--- src/rtl/ffi_pkg.sv ---
`timescale 1ns / 1ps

package ffi_pkg;

   // fixed field widths
   localparam int FLUX_W  = 32;
   localparam int FIELD_W = 16;
   localparam int GAIN_W  = 16;
   localparam int CPC_W   = 11;
   localparam int CSR_W   = 16;

   // gain product is Q4.29, increment is rounded back to Q.15
   localparam int FRAC_SHIFT = 14;
   localparam int PROD_W     = FIELD_W + GAIN_W + 1;
   localparam int RND_W      = PROD_W + 1;
   localparam int INC_W      = RND_W - FRAC_SHIFT;
   localparam int EST_W      = FLUX_W + 4;

   // register indexes of the configuration port
   typedef enum logic [1:0] {
      CSR_X_GAIN           = 2'd0,
      CSR_Z_GAIN           = 2'd1,
      CSR_CELLS_PER_COLUMN = 2'd2
   } csr_index_type;

   // position flags of one cell, carried with the transaction
   typedef struct packed {
      logic first_column;
      logic first_row;
   } cell_pos_type;

   // one entry of the column store
   typedef struct packed {
      logic signed [FLUX_W-1:0]  flux;
      logic signed [FIELD_W-1:0] bz;
   } column_entry_type;

endpackage

--- src/rtl/ffi_flux_calc.sv ---
`timescale 1ns / 1ps

module ffi_flux_calc (
   input  logic signed [ffi_pkg::FLUX_W-1:0]  prev_flux,
   input  logic signed [ffi_pkg::FIELD_W-1:0] prev_bx,
   input  logic signed [ffi_pkg::FLUX_W-1:0]  col_flux,
   input  logic signed [ffi_pkg::FIELD_W-1:0] col_bz,
   input  logic        [ffi_pkg::GAIN_W-1:0]  x_gain,
   input  logic        [ffi_pkg::GAIN_W-1:0]  z_gain,
   input  ffi_pkg::cell_pos_type              pos,
   output logic signed [ffi_pkg::FLUX_W-1:0]  flux
);

   localparam int PW = ffi_pkg::PROD_W;
   localparam int RW = ffi_pkg::RND_W;
   localparam int IW = ffi_pkg::INC_W;
   localparam int EW = ffi_pkg::EST_W;
   localparam int FW = ffi_pkg::FLUX_W;
   localparam int BW = ffi_pkg::FIELD_W;
   localparam int SH = ffi_pkg::FRAC_SHIFT;

   localparam logic signed [RW-1:0] ROUND_HALF = RW'(1) <<< (SH - 1);
   localparam logic signed [EW-1:0] SAT_MAX = EW'({1'b0, {(FW-1){1'b1}}});
   localparam logic signed [EW-1:0] SAT_MIN = -SAT_MAX - EW'(1);

   logic signed [PW-1:0] prod_x;
   logic signed [PW-1:0] prod_z;
   logic signed [RW-1:0] rnd_x;
   logic signed [RW-1:0] rnd_z;
   logic signed [IW-1:0] inc_x;
   logic signed [IW-1:0] inc_z;
   logic signed [EW-1:0] left_est;
   logic signed [EW-1:0] up_est;
   logic signed [EW-1:0] avg_est;

   function automatic logic signed [FW-1:0] sat_flux(input logic signed [EW-1:0] v);
      logic signed [FW-1:0] r;
      if (v > SAT_MAX) begin
         r = SAT_MAX[FW-1:0];
      end else if (v < SAT_MIN) begin
         r = SAT_MIN[FW-1:0];
      end else begin
         r = v[FW-1:0];
      end
      return r;
   endfunction

   // bz*x_gain along x, bx*z_gain along z
   assign prod_x = $signed({{(PW-BW){col_bz[BW-1]}}, col_bz})
                 * $signed({{(PW-ffi_pkg::GAIN_W){1'b0}}, x_gain});
   assign prod_z = $signed({{(PW-BW){prev_bx[BW-1]}}, prev_bx})
                 * $signed({{(PW-ffi_pkg::GAIN_W){1'b0}}, z_gain});

   // round half up, then arithmetic shift down to Q.15
   assign rnd_x = $signed({prod_x[PW-1], prod_x}) + ROUND_HALF;
   assign rnd_z = $signed({prod_z[PW-1], prod_z}) + ROUND_HALF;
   assign inc_x = rnd_x[RW-1:SH];
   assign inc_z = rnd_z[RW-1:SH];

   assign left_est = $signed({{(EW-FW){col_flux[FW-1]}}, col_flux})
                   + $signed({{(EW-IW){inc_x[IW-1]}}, inc_x});
   assign up_est   = $signed({{(EW-FW){prev_flux[FW-1]}}, prev_flux})
                   - $signed({{(EW-IW){inc_z[IW-1]}}, inc_z});
   assign avg_est  = (left_est + up_est) >>> 1;

   always_comb begin
      if (pos.first_column) begin
         flux = pos.first_row ? '0 : sat_flux(up_est);
      end else begin
         flux = pos.first_row ? sat_flux(left_est) : sat_flux(avg_est);
      end
   end

endmodule

--- config.mk ---
export PLATFORM = sky130hd
export DESIGN_NAME = ffi_flux_calc
export DESIGN_NICKNAME = d
export VERILOG_FILES = /design/src/rtl/ffi_pkg.sv /design/src/rtl/ffi_flux_calc.sv
export SDC_FILE = /design/constraint.sdc
export NUM_CORES = 1
export LEC_CHECK = 0
export BUFFER_PORTS_ARGS = -buffer_cell sky130_fd_sc_hd__buf_2
export CAP_MARGIN = 40
export CORE_ASPECT_RATIO = 0.75
export CORE_MARGIN = 3
export CORE_UTILIZATION = 26
export DETAILED_ROUTE_END_ITERATION = 8
export PLACE_DENSITY = 0.5
export SYNTH_ARGS = -nofsm -noshare
export SYNTH_HDL_FRONTEND = slang
export SYNTH_SLANG_ARGS = --single-unit
--- constraint.sdc ---
create_clock -name vclk -period 25.1
set_clock_uncertainty 0.15 [all_clocks]
set_input_delay 2.51 -clock vclk [all_inputs]
set_output_delay 2.51 -clock vclk [all_outputs]
set_load 0.05 [all_outputs]
==> impl_summary.log, run 1 <==
INFO  metric synth_compound_gate_area_share = 0.1304
INFO  metric chipWidth = roughly 350 µm
INFO  metric via_count_of_the_routed_design = between 15000 and 20000
INFO  metric critPathTopFamily = compound AO/OA/AOI/OAI gates
INFO  metric synthMostInstantiatedCell = sky130_fd_sc_hd__inv_1
INFO  metric non_filler_cells_final = about 4000
INFO  metric synth.yosys.seq_area_share = 0
INFO  metric drtAntennaViolNets = 0
INFO  metric post_synth_mux_area_share = 0
INFO  metric portBuffers = about 160
INFO  metric critical_path_peak_fanout = 18
INFO  metric design.final.nets = 3702
INFO  metric synth_warnings = 0
INFO  metric drt-initial-drc-count = approximately 1400
INFO  metric grt_pass1_vias = between 15000 and 20000
INFO  metric globalRouteTotalUtil = 0.1502
INFO  metric grt_first_pass_wirelength = 109500 µm
INFO  metric place_inst = 3995
INFO  metric synth_simple_gate_area_frac = 0.2019
INFO  metric postSynthCellCount = ~2800
INFO  metric firstDrtPassIters = 6
INFO  metric placeableCoreArea = ~0.086 mm²
INFO  metric numSequentialCells = 0
INFO  metric syn_nets = ~3600
INFO  metric fraction_of_the_mapped_netlist_area_in_adder_cells = 0.5234
INFO  metric finalSetupViolations = 0
INFO  metric global_route.overflow_total = 0
INFO  metric area_growth_syn_to_layout = 8.542%
INFO  metric seqCellArea = 0 µm²
INFO  metric drive_above_1_share = 0.07566
INFO  metric synth.largest_area_cell = sky130_fd_sc_hd__fa_1
INFO  metric start_kind = input pin
INFO  metric worst_path_most_repeated_cell = sky130_fd_sc_hd__fa_1
INFO  metric synth_top_family_by_area = adder cells
INFO  metric max-cap-violations = 0
INFO  metric synth_xor_area_frac = 0.04257
INFO  metric via_per_inst = between 4 and 5
INFO  metric netlist_area = 0.02272 mm²
INFO  metric slew_hr = 0.3787
INFO  metric fin_tns_setup = 0 ns
INFO  metric number_of_i_o_pins = between 150 and 200
INFO  metric cts.hold.buffers_added = 0
INFO  metric placement_rows = between 90 and 100
INFO  metric grt_antenna_before_repair = 5
INFO  metric finalHoldViolations = 0
INFO  metric post_cts_resize_count = 0
INFO  metric drv_slew = 0
INFO  metric synthesis.area_per_instance = just over 8 µm²
INFO  metric num-clock-buffers = 0
INFO  metric worst-setup-path-type = in2out
INFO  metric totalWireLength = 68110 µm
INFO  metric post_synth_main_area_contributors = sky130_fd_sc_hd__fa_1 (34%), sky130_fd_sc_hd__ha_1 (18%), sky130_fd_sc_hd__inv_1 (8.3%), sky130_fd_sc_hd__and2_1 (6.5%), sky130_fd_sc_hd__nand2_1 (5.7%)
INFO  metric ys_top_cells_by_count = sky130_fd_sc_hd__inv_1 (503), sky130_fd_sc_hd__fa_1 (391), sky130_fd_sc_hd__nand2_1 (347)
INFO  metric worst_hold_path_type = in2out
INFO  metric min_period = between 15 and 20 ns
INFO  metric worst-endpoint-arrival = about 15 ns
INFO  metric cts_setup_buffers = 0
INFO  metric gp_routability_congestion = 0.9045
INFO  metric synthDistinctLibCells = 96
INFO  metric pin_count_of_the_biggest_net_entering_global_routing = 38
INFO  metric slowest_delay = between 0.6 and 0.7 ns
INFO  metric die-area = a little over 0.09 mm²
INFO  metric status = finished clean
INFO  metric initial_utilization = 0.2635
INFO  metric fmax = around 57 MHz
INFO  metric crit_required = approximately 22 ns
INFO  metric layout_worst_path_cycle_share = 0.7011
INFO  metric route.detailed.wl_per_inst = 17.04 µm
INFO  metric synth_top_cell_area_share = 0.3446
INFO  metric remaining_drc_errors = 0
INFO  metric post-dp-hpwl = roughly 57000 µm
INFO  metric critical_path.slowest_cell = sky130_fd_sc_hd__a211oi_1
INFO  metric rsz0062_at_grt = false
INFO  metric die_height = around 260 µm
INFO  metric timing.critical_path.to_type = output port
INFO  metric path_buf_inv = 7
INFO  metric worst_tran_pin_value = just over 0.9 ns
## per-layer routing
metal  wire, µm  vias up  track usage
met4        580        2      0.01101
li1           -     9104            -
met5         13        -            0
met1      33820     9308       0.2272
met2      29240      517       0.2333
met3       4458       42      0.02362
## logic make-up (layout without fill, tap and decap cells)
| kind of cell | after synthesis | in the layout |
|---|---|---|
| fa+ha+maj | 716 | 716 |
| simple gates | 919 | 919 |
| compound gates | 437 | 437 |
| buf+inv | 605 | 675 |
| xor+xnor | 108 | 108 |
| other cells | 0 | 2 |
## area by class of cell
type                            instances  area, µm²
Fill cell                            9397      61570
Antenna cell                            2      5.005
Multi-Input combinational cell       2180      20410
Inverter                              503       1888
Tap cell                             1140       1426
Timing Repair Buffer                  172      933.4
## metrics by stage
step                worst slack (ns)  cell area, µm²  hold slack [ns]  utilization
CTS                            7.465           24650            5.420       0.2859
global placement               7.393           24580            5.423       0.2851
global route                   6.459           24650            5.431       0.2859
finish                         7.502           24660            5.407       0.2860
detailed placement             7.544           24650            5.419       0.2859
floorplan                      8.729           22720            5.188            -
## worst min-delay path, stage by stage
cell,delay [ns]
sky130_fd_sc_hd__buf_2,0.14
sky130_fd_sc_hd__nand2_1,0.06
sky130_fd_sc_hd__nand2_1,0.10
sky130_fd_sc_hd__buf_2,0.23
## cell usage in the layout (no fill, tap or decap), types with 15 or more instances in the layout
cell type,netlist,layout
sky130_fd_sc_hd__a211oi_1,16,16
sky130_fd_sc_hd__xnor2_1,64,64
sky130_fd_sc_hd__and2_1,236,236
sky130_fd_sc_hd__o21a_1,19,19
sky130_fd_sc_hd__and3_1,15,15
sky130_fd_sc_hd__xor2_1,42,42
sky130_fd_sc_hd__o21ai_0,99,99
sky130_fd_sc_hd__ha_1,324,324
sky130_fd_sc_hd__fa_1,391,391
sky130_fd_sc_hd__a21o_1,50,50
sky130_fd_sc_hd__nor2b_1,18,18
sky130_fd_sc_hd__o211ai_1,15,15
sky130_fd_sc_hd__inv_1,503,503
sky130_fd_sc_hd__a21oi_1,116,116
sky130_fd_sc_hd__o21bai_1,15,15
sky130_fd_sc_hd__nor3_1,28,28
sky130_fd_sc_hd__buf_2,6,162
sky130_fd_sc_hd__nand3_1,51,51
sky130_fd_sc_hd__nor2_1,104,104
sky130_fd_sc_hd__nand2_1,347,347
sky130_fd_sc_hd__nand4_1,40,40
sky130_fd_sc_hd__nand2b_1,30,30
## final timing paths
check / from / end / depth (start not counted)
min: pos[0] / flux[31] / 4
max: x_gain[10] / flux[27] / 42
Power of run 1 is left out: the tool's default activity adds up to more than one toggle a clock period on the data nets, which glitch-free logic cannot reach.
==> run 2: changes to the inputs <==
==> constraint.sdc (replaced) <==
create_clock -name vclk -period 17.9
set_clock_uncertainty 0.15 [all_clocks]
set_input_delay 1.79 -clock vclk [all_inputs]
set_output_delay 1.79 -clock vclk [all_outputs]
set_load 0.05 [all_outputs]
==> run 2 against run 1 <==
  * First-iteration DRC count is 14% lower
  * Setup slack worse by 5.7 ns
  * Design area hardly changed
  * Core utilization hardly changed
  * Worst hold slack worse by 1.4 ns
  * Via count is 0.11% higher
  * Die area stayed put
  * Sequential cell count stayed put
  * Global-route usage hardly changed
==> impl_summary.log, run 2 (synthesized netlist as in run 1, its figures left out) <==
INFO  metric status = finished clean
INFO  metric via_count_of_the_routed_design = 18993
INFO  metric post_cts_resize_count = 0
INFO  metric die-area = between 0.09 and 0.1 mm²
INFO  metric die_height = between 200 and 300 µm
INFO  metric global_route.overflow_total = 0
INFO  metric portBuffers = between 150 and 200
INFO  metric critical_path_peak_fanout = 18
INFO  metric gp_routability_congestion = 0.9102
INFO  metric number_of_i_o_pins = around 160
INFO  metric globalRouteTotalUtil = 0.1503
INFO  metric min_period = 16.15 ns
INFO  metric worst_tran_pin_value = a little under 0.9 ns
INFO  metric totalWireLength = ~68000 µm
INFO  metric timing.critical_path.to_type = output port
INFO  metric grt_antenna_before_repair = 7
INFO  metric finalSetupViolations = 0
INFO  metric worst-endpoint-arrival = 14.21 ns
INFO  metric worst_path_most_repeated_cell = sky130_fd_sc_hd__fa_1
INFO  metric worst_hold_path_type = in2out
INFO  metric drtAntennaViolNets = 0
INFO  metric max-cap-violations = 0
INFO  metric placeableCoreArea = between 0.08 and 0.09 mm²
INFO  metric critical_path.slowest_cell = sky130_fd_sc_hd__a211oi_1
INFO  metric firstDrtPassIters = 5
INFO  metric slew_hr = 0.4112
INFO  metric drive_above_1_share = 0.07598
INFO  metric final.hold.worst_slack = just under 4 ns
INFO  metric seqCellArea = 0 µm²
INFO  metric chipWidth = ~350 µm
INFO  metric wl_met1 = roughly 34000 µm
INFO  metric numSequentialCells = 0
INFO  metric grt_first_pass_wirelength = around 110000 µm
INFO  metric worst-setup-path-type = in2out
INFO  metric rsz0062_at_grt = false
INFO  metric placement_rows = between 90 and 100
INFO  metric drt-initial-drc-count = approximately 1200
INFO  metric via_per_inst = 4.752
INFO  metric non_filler_cells_final = between 3000 and 4000
INFO  metric top_layer_used = met5
INFO  metric crit_required = ~16 ns
INFO  metric start_kind = input pin
INFO  metric area_growth_syn_to_layout = 8.564%
INFO  metric mostFrequentLayoutCell = sky130_fd_sc_hd__inv_1
INFO  metric grt_pass1_vias = between 15000 and 20000
INFO  metric place_inst = ~4000
INFO  metric design.final.nets = between 3000 and 4000
INFO  metric num-clock-buffers = 0
INFO  metric remaining_drc_errors = 0
INFO  metric post-dp-hpwl = 57220 µm
INFO  metric initial_utilization = 0.2635
INFO  metric layout_worst_path_cycle_share = 0.9020
INFO  metric drv_slew = 0
INFO  metric fmax = 61.93 MHz
INFO  metric cts.hold.buffers_added = 0
INFO  metric met3WireLength = 4514 µm
INFO  metric pin_count_of_the_biggest_net_entering_global_routing = 38
INFO  metric fin_tns_setup = 0 ns
INFO  metric mostFrequentLayoutCells = sky130_fd_sc_hd__inv_1 (503), sky130_fd_sc_hd__fa_1 (391), sky130_fd_sc_hd__nand2_1 (347)
INFO  metric finalHoldViolations = 0
INFO  metric route.detailed.wl_per_inst = between 15 and 20 µm
INFO  metric met2_length = 28970 µm
INFO  metric slowest_delay = 0.62 ns
INFO  metric cts_setup_buffers = 0
==> run 2: cell types whose count changed in the layout (fill, tap and decap cells not counted) <==
cell                      previous run  this run
sky130_fd_sc_hd__buf_4               7         8
sky130_fd_sc_hd__diode_2             2         1
==> run 2: final cells by class <==
cell class	instances	area (µm²)
inverters	503	1888
repair buffers	173	940.9
fillers	9416	61560
multi-input cells	2180	20410
diodes	1	2.502
well taps	1140	1426
==> run 2: per-stage QoR <==
stage / utilization / instance area (µm²) / setup slack [ns]
global placement: 0.2851 / 24580 / 1.646
finish: 0.2860 / 24660 / 1.754
global route: 0.2860 / 24660 / 0.8217
detailed placement: 0.2860 / 24660 / 1.756
floorplan: - / 22720 / 2.969
CTS: 0.2860 / 24660 / 1.702
==> run 2: critical path: cells and delay by family <==
kind	cells	cell delay [ns]
adders and majority gates	9	3.95
AOI/OAI and AO/OA	20	6.09
xor gates and xnor gates	2	0.32
buffers and inverters	7	1.44
and+or+nand+nor	4	0.57
==> run 2: path summary, 6_finish.rpt <==
check,cells past startpoint,end,slack [ns],start
max,42,flux[27],1.75,x_gain[9]
min,4,flux[31],3.96,pos[0]
==> run 2: layer usage <==
layer / vias up / track usage
met4: 4 / 0.01658
met3: 50 / 0.02624
met2: 500 / 0.2319
li1: 9110 / -
met1: 9329 / 0.2250
met5: - / 0
Power of run 2 is left out for the same reason.
==> run 3: changes to the inputs <==
==> constraint.sdc (replaced) <==
create_clock -name vclk -period 17.9
set_clock_uncertainty 0.15 [all_clocks]
set_input_delay 2.685 -clock vclk [all_inputs]
set_output_delay 2.685 -clock vclk [all_outputs]
set_load 0.05 [all_outputs]
==> run 3 against run 2 <==
  * Worst hold slack better by 1.8 ns
  * Core utilization up 0.22 points
  * Global-route usage down 0.20 points
  * Design area up 0.78%
  * Die area unchanged
  * Routed wire length down 1.8%
  * Final cell count up 0.35%
  * Setup slack worse by 0.93 ns
  * Count of clock-buffer cells in the layout unchanged
  * Via count about the same
==> impl_summary.log, run 3 (synthesized netlist as in run 1, its figures left out) <==
INFO  metric drive_above_1_share = 0.08293
INFO  metric slew_hr = 0.3938
INFO  metric grt_pass1_vias = about 19000
INFO  metric via_per_inst = approximately 4.7
INFO  metric multi_input_comb_area = just over 0.02 mm²
INFO  metric worst_hold_path_type = in2out
INFO  metric layout_worst_path_cycle_share = 0.9539
INFO  metric non_filler_cells_final = 4011
INFO  metric critical_path_peak_fanout = 16
INFO  metric worst_tran_pin_value = about 0.91 ns
INFO  metric crit_path_start = x_gain[7]
INFO  metric placeableCoreArea = 0.08622 mm²
INFO  metric worst-endpoint-arrival = around 14 ns
INFO  metric final.hold.worst_slack = 5.759 ns
INFO  metric global_route.overflow_total = 0
INFO  metric area_growth_syn_to_layout = 9.412%
INFO  metric mostFrequentLayoutCell = sky130_fd_sc_hd__inv_1
INFO  metric totalWireLength = ~67000 µm
INFO  metric timing.critical_path.to_type = output port
INFO  metric drt-initial-drc-count = between 1000 and 1500
INFO  metric die-area = 0.09100 mm²
INFO  metric finalSetupViolations = 0
INFO  metric via_count_of_the_routed_design = roughly 19000
INFO  metric max-cap-violations = 0
INFO  metric worst_path_most_repeated_cell = sky130_fd_sc_hd__fa_1
INFO  metric timing.final.ws_setup = 0.8251 ns
INFO  metric numSequentialCells = 0
INFO  metric crit_required = 15.07 ns
INFO  metric post-dp-hpwl = ~57000 µm
INFO  metric mostFrequentLayoutCells = sky130_fd_sc_hd__inv_1 (503), sky130_fd_sc_hd__fa_1 (391), sky130_fd_sc_hd__nand2_1 (347)
INFO  metric pin_count_of_the_biggest_net_entering_global_routing = 38
INFO  metric globalRouteTotalUtil = 0.1483
INFO  metric drv_slew = 0
INFO  metric gp_routability_congestion = just over 0.9
INFO  metric drtAntennaViolNets = 0
INFO  metric route.detailed.wl_per_inst = between 15 and 20 µm
INFO  metric timing.hold.worst_path_depth = 4
INFO  metric fillers = 9351
INFO  metric dpl_worst_slack = around 0.42 ns
INFO  metric whs_endpoint = flux[31]
INFO  metric grt_antenna_before_repair = 5
INFO  metric critical_path.slowest_cell = sky130_fd_sc_hd__fa_1
INFO  metric remaining_drc_errors = 0
INFO  metric worst-setup-path-type = in2out
INFO  metric initial_utilization = 0.2635
INFO  metric number_of_i_o_pins = approximately 160
INFO  metric die_height = 262.0 µm
INFO  metric finalHoldViolations = 0
INFO  metric placement_rows = 93
INFO  metric source_of_the_worst_hold_timing_path = pos[0]
INFO  metric place_inst = ~4000
INFO  metric firstDrtPassIters = 5
INFO  metric seqCellArea = 0 µm²
INFO  metric min_period = between 15 and 20 ns
INFO  metric num-clock-buffers = 0
INFO  metric status = finished clean
INFO  metric design.final.nets = about 3700
INFO  metric start_kind = input pin
INFO  metric slowest_delay = approximately 0.55 ns
INFO  metric portBuffers = 162
INFO  metric chipWidth = ~350 µm
INFO  metric grt_first_pass_wirelength = approximately 110000 µm
INFO  metric fmax = about 60 MHz
## run 3: cell types whose count changed in the layout (fill, tap and decap cells not counted), moves of 2 or more
cell                       before  now
sky130_fd_sc_hd__clkbuf_4       0    5
sky130_fd_sc_hd__buf_12         0    5
sky130_fd_sc_hd__o31ai_2        1    3
sky130_fd_sc_hd__buf_2        162  153
sky130_fd_sc_hd__o21ai_0       99   97
sky130_fd_sc_hd__buf_4          8   24
sky130_fd_sc_hd__o21ai_1        5    7
sky130_fd_sc_hd__o31ai_1        8    6
sky130_fd_sc_hd__buf_16         2    0
## run 3: worst max-delay path by stage
stage                to  slack [ns]  cells after the start
2_1_floorplan  flux[27]        1.18                     45
6_report        flux[9]        0.83                     48
3_3_place_gp    flux[2]        0.59                     42
3_5_place_dp   flux[27]        0.42                     46
5_1_grt         flux[9]       -0.02                     51
4_1_cts        flux[27]        0.36                     46
## run 3: metrics by stage
step           setup TNS [ns]  area, µm²  utilization
5_1_grt              -0.01591      24850       0.2882
2_1_floorplan               0      22720            -
6_report                    0      24860       0.2883
3_3_place_gp                0      24750       0.2871
3_5_place_dp                0      24750       0.2871
4_1_cts                     0      24750       0.2871
## run 3: timing repair
action,in CTS,in global routing
buffers inserted,0,5
hold buffers,0,0
resized for setup,0,16
hold endpoints to repair,0,0
setup endpoints to repair,0,32
## run 3: layout make-up
type / instances / share of cell area
Tap cell: 1140 / 0.05738
Multi-Input combinational cell: 2180 / 0.8230
Antenna cell: 1 / 0.0001007
Inverter: 503 / 0.07596
Timing Repair Buffer: 187 / 0.04359
## run 3: worst max-delay path: cells and delay by family
| family | cells | cell delay (ns) |
|---|---|---|
| adders and majority gates | 9 | 4.00 |
| buffers and inverters | 9 | 1.21 |
| AOI/OAI and AO/OA | 20 | 4.58 |
| xor gates and xnor gates | 2 | 0.37 |
| and+or+nand+nor | 8 | 1.41 |
## run 3: layer usage
| metal | vias up | routed length [µm] | global-route usage |
|---|---|---|---|
| met5 | - | 32 | 0 |
| met4 | 4 | 823 | 0.01705 |
| met3 | 39 | 3602 | 0.01733 |
| met2 | 458 | 28480 | 0.2286 |
| met1 | 9365 | 33880 | 0.2273 |
| li1 | 9135 | - | - |
Power of run 3 is left out for the same reason.
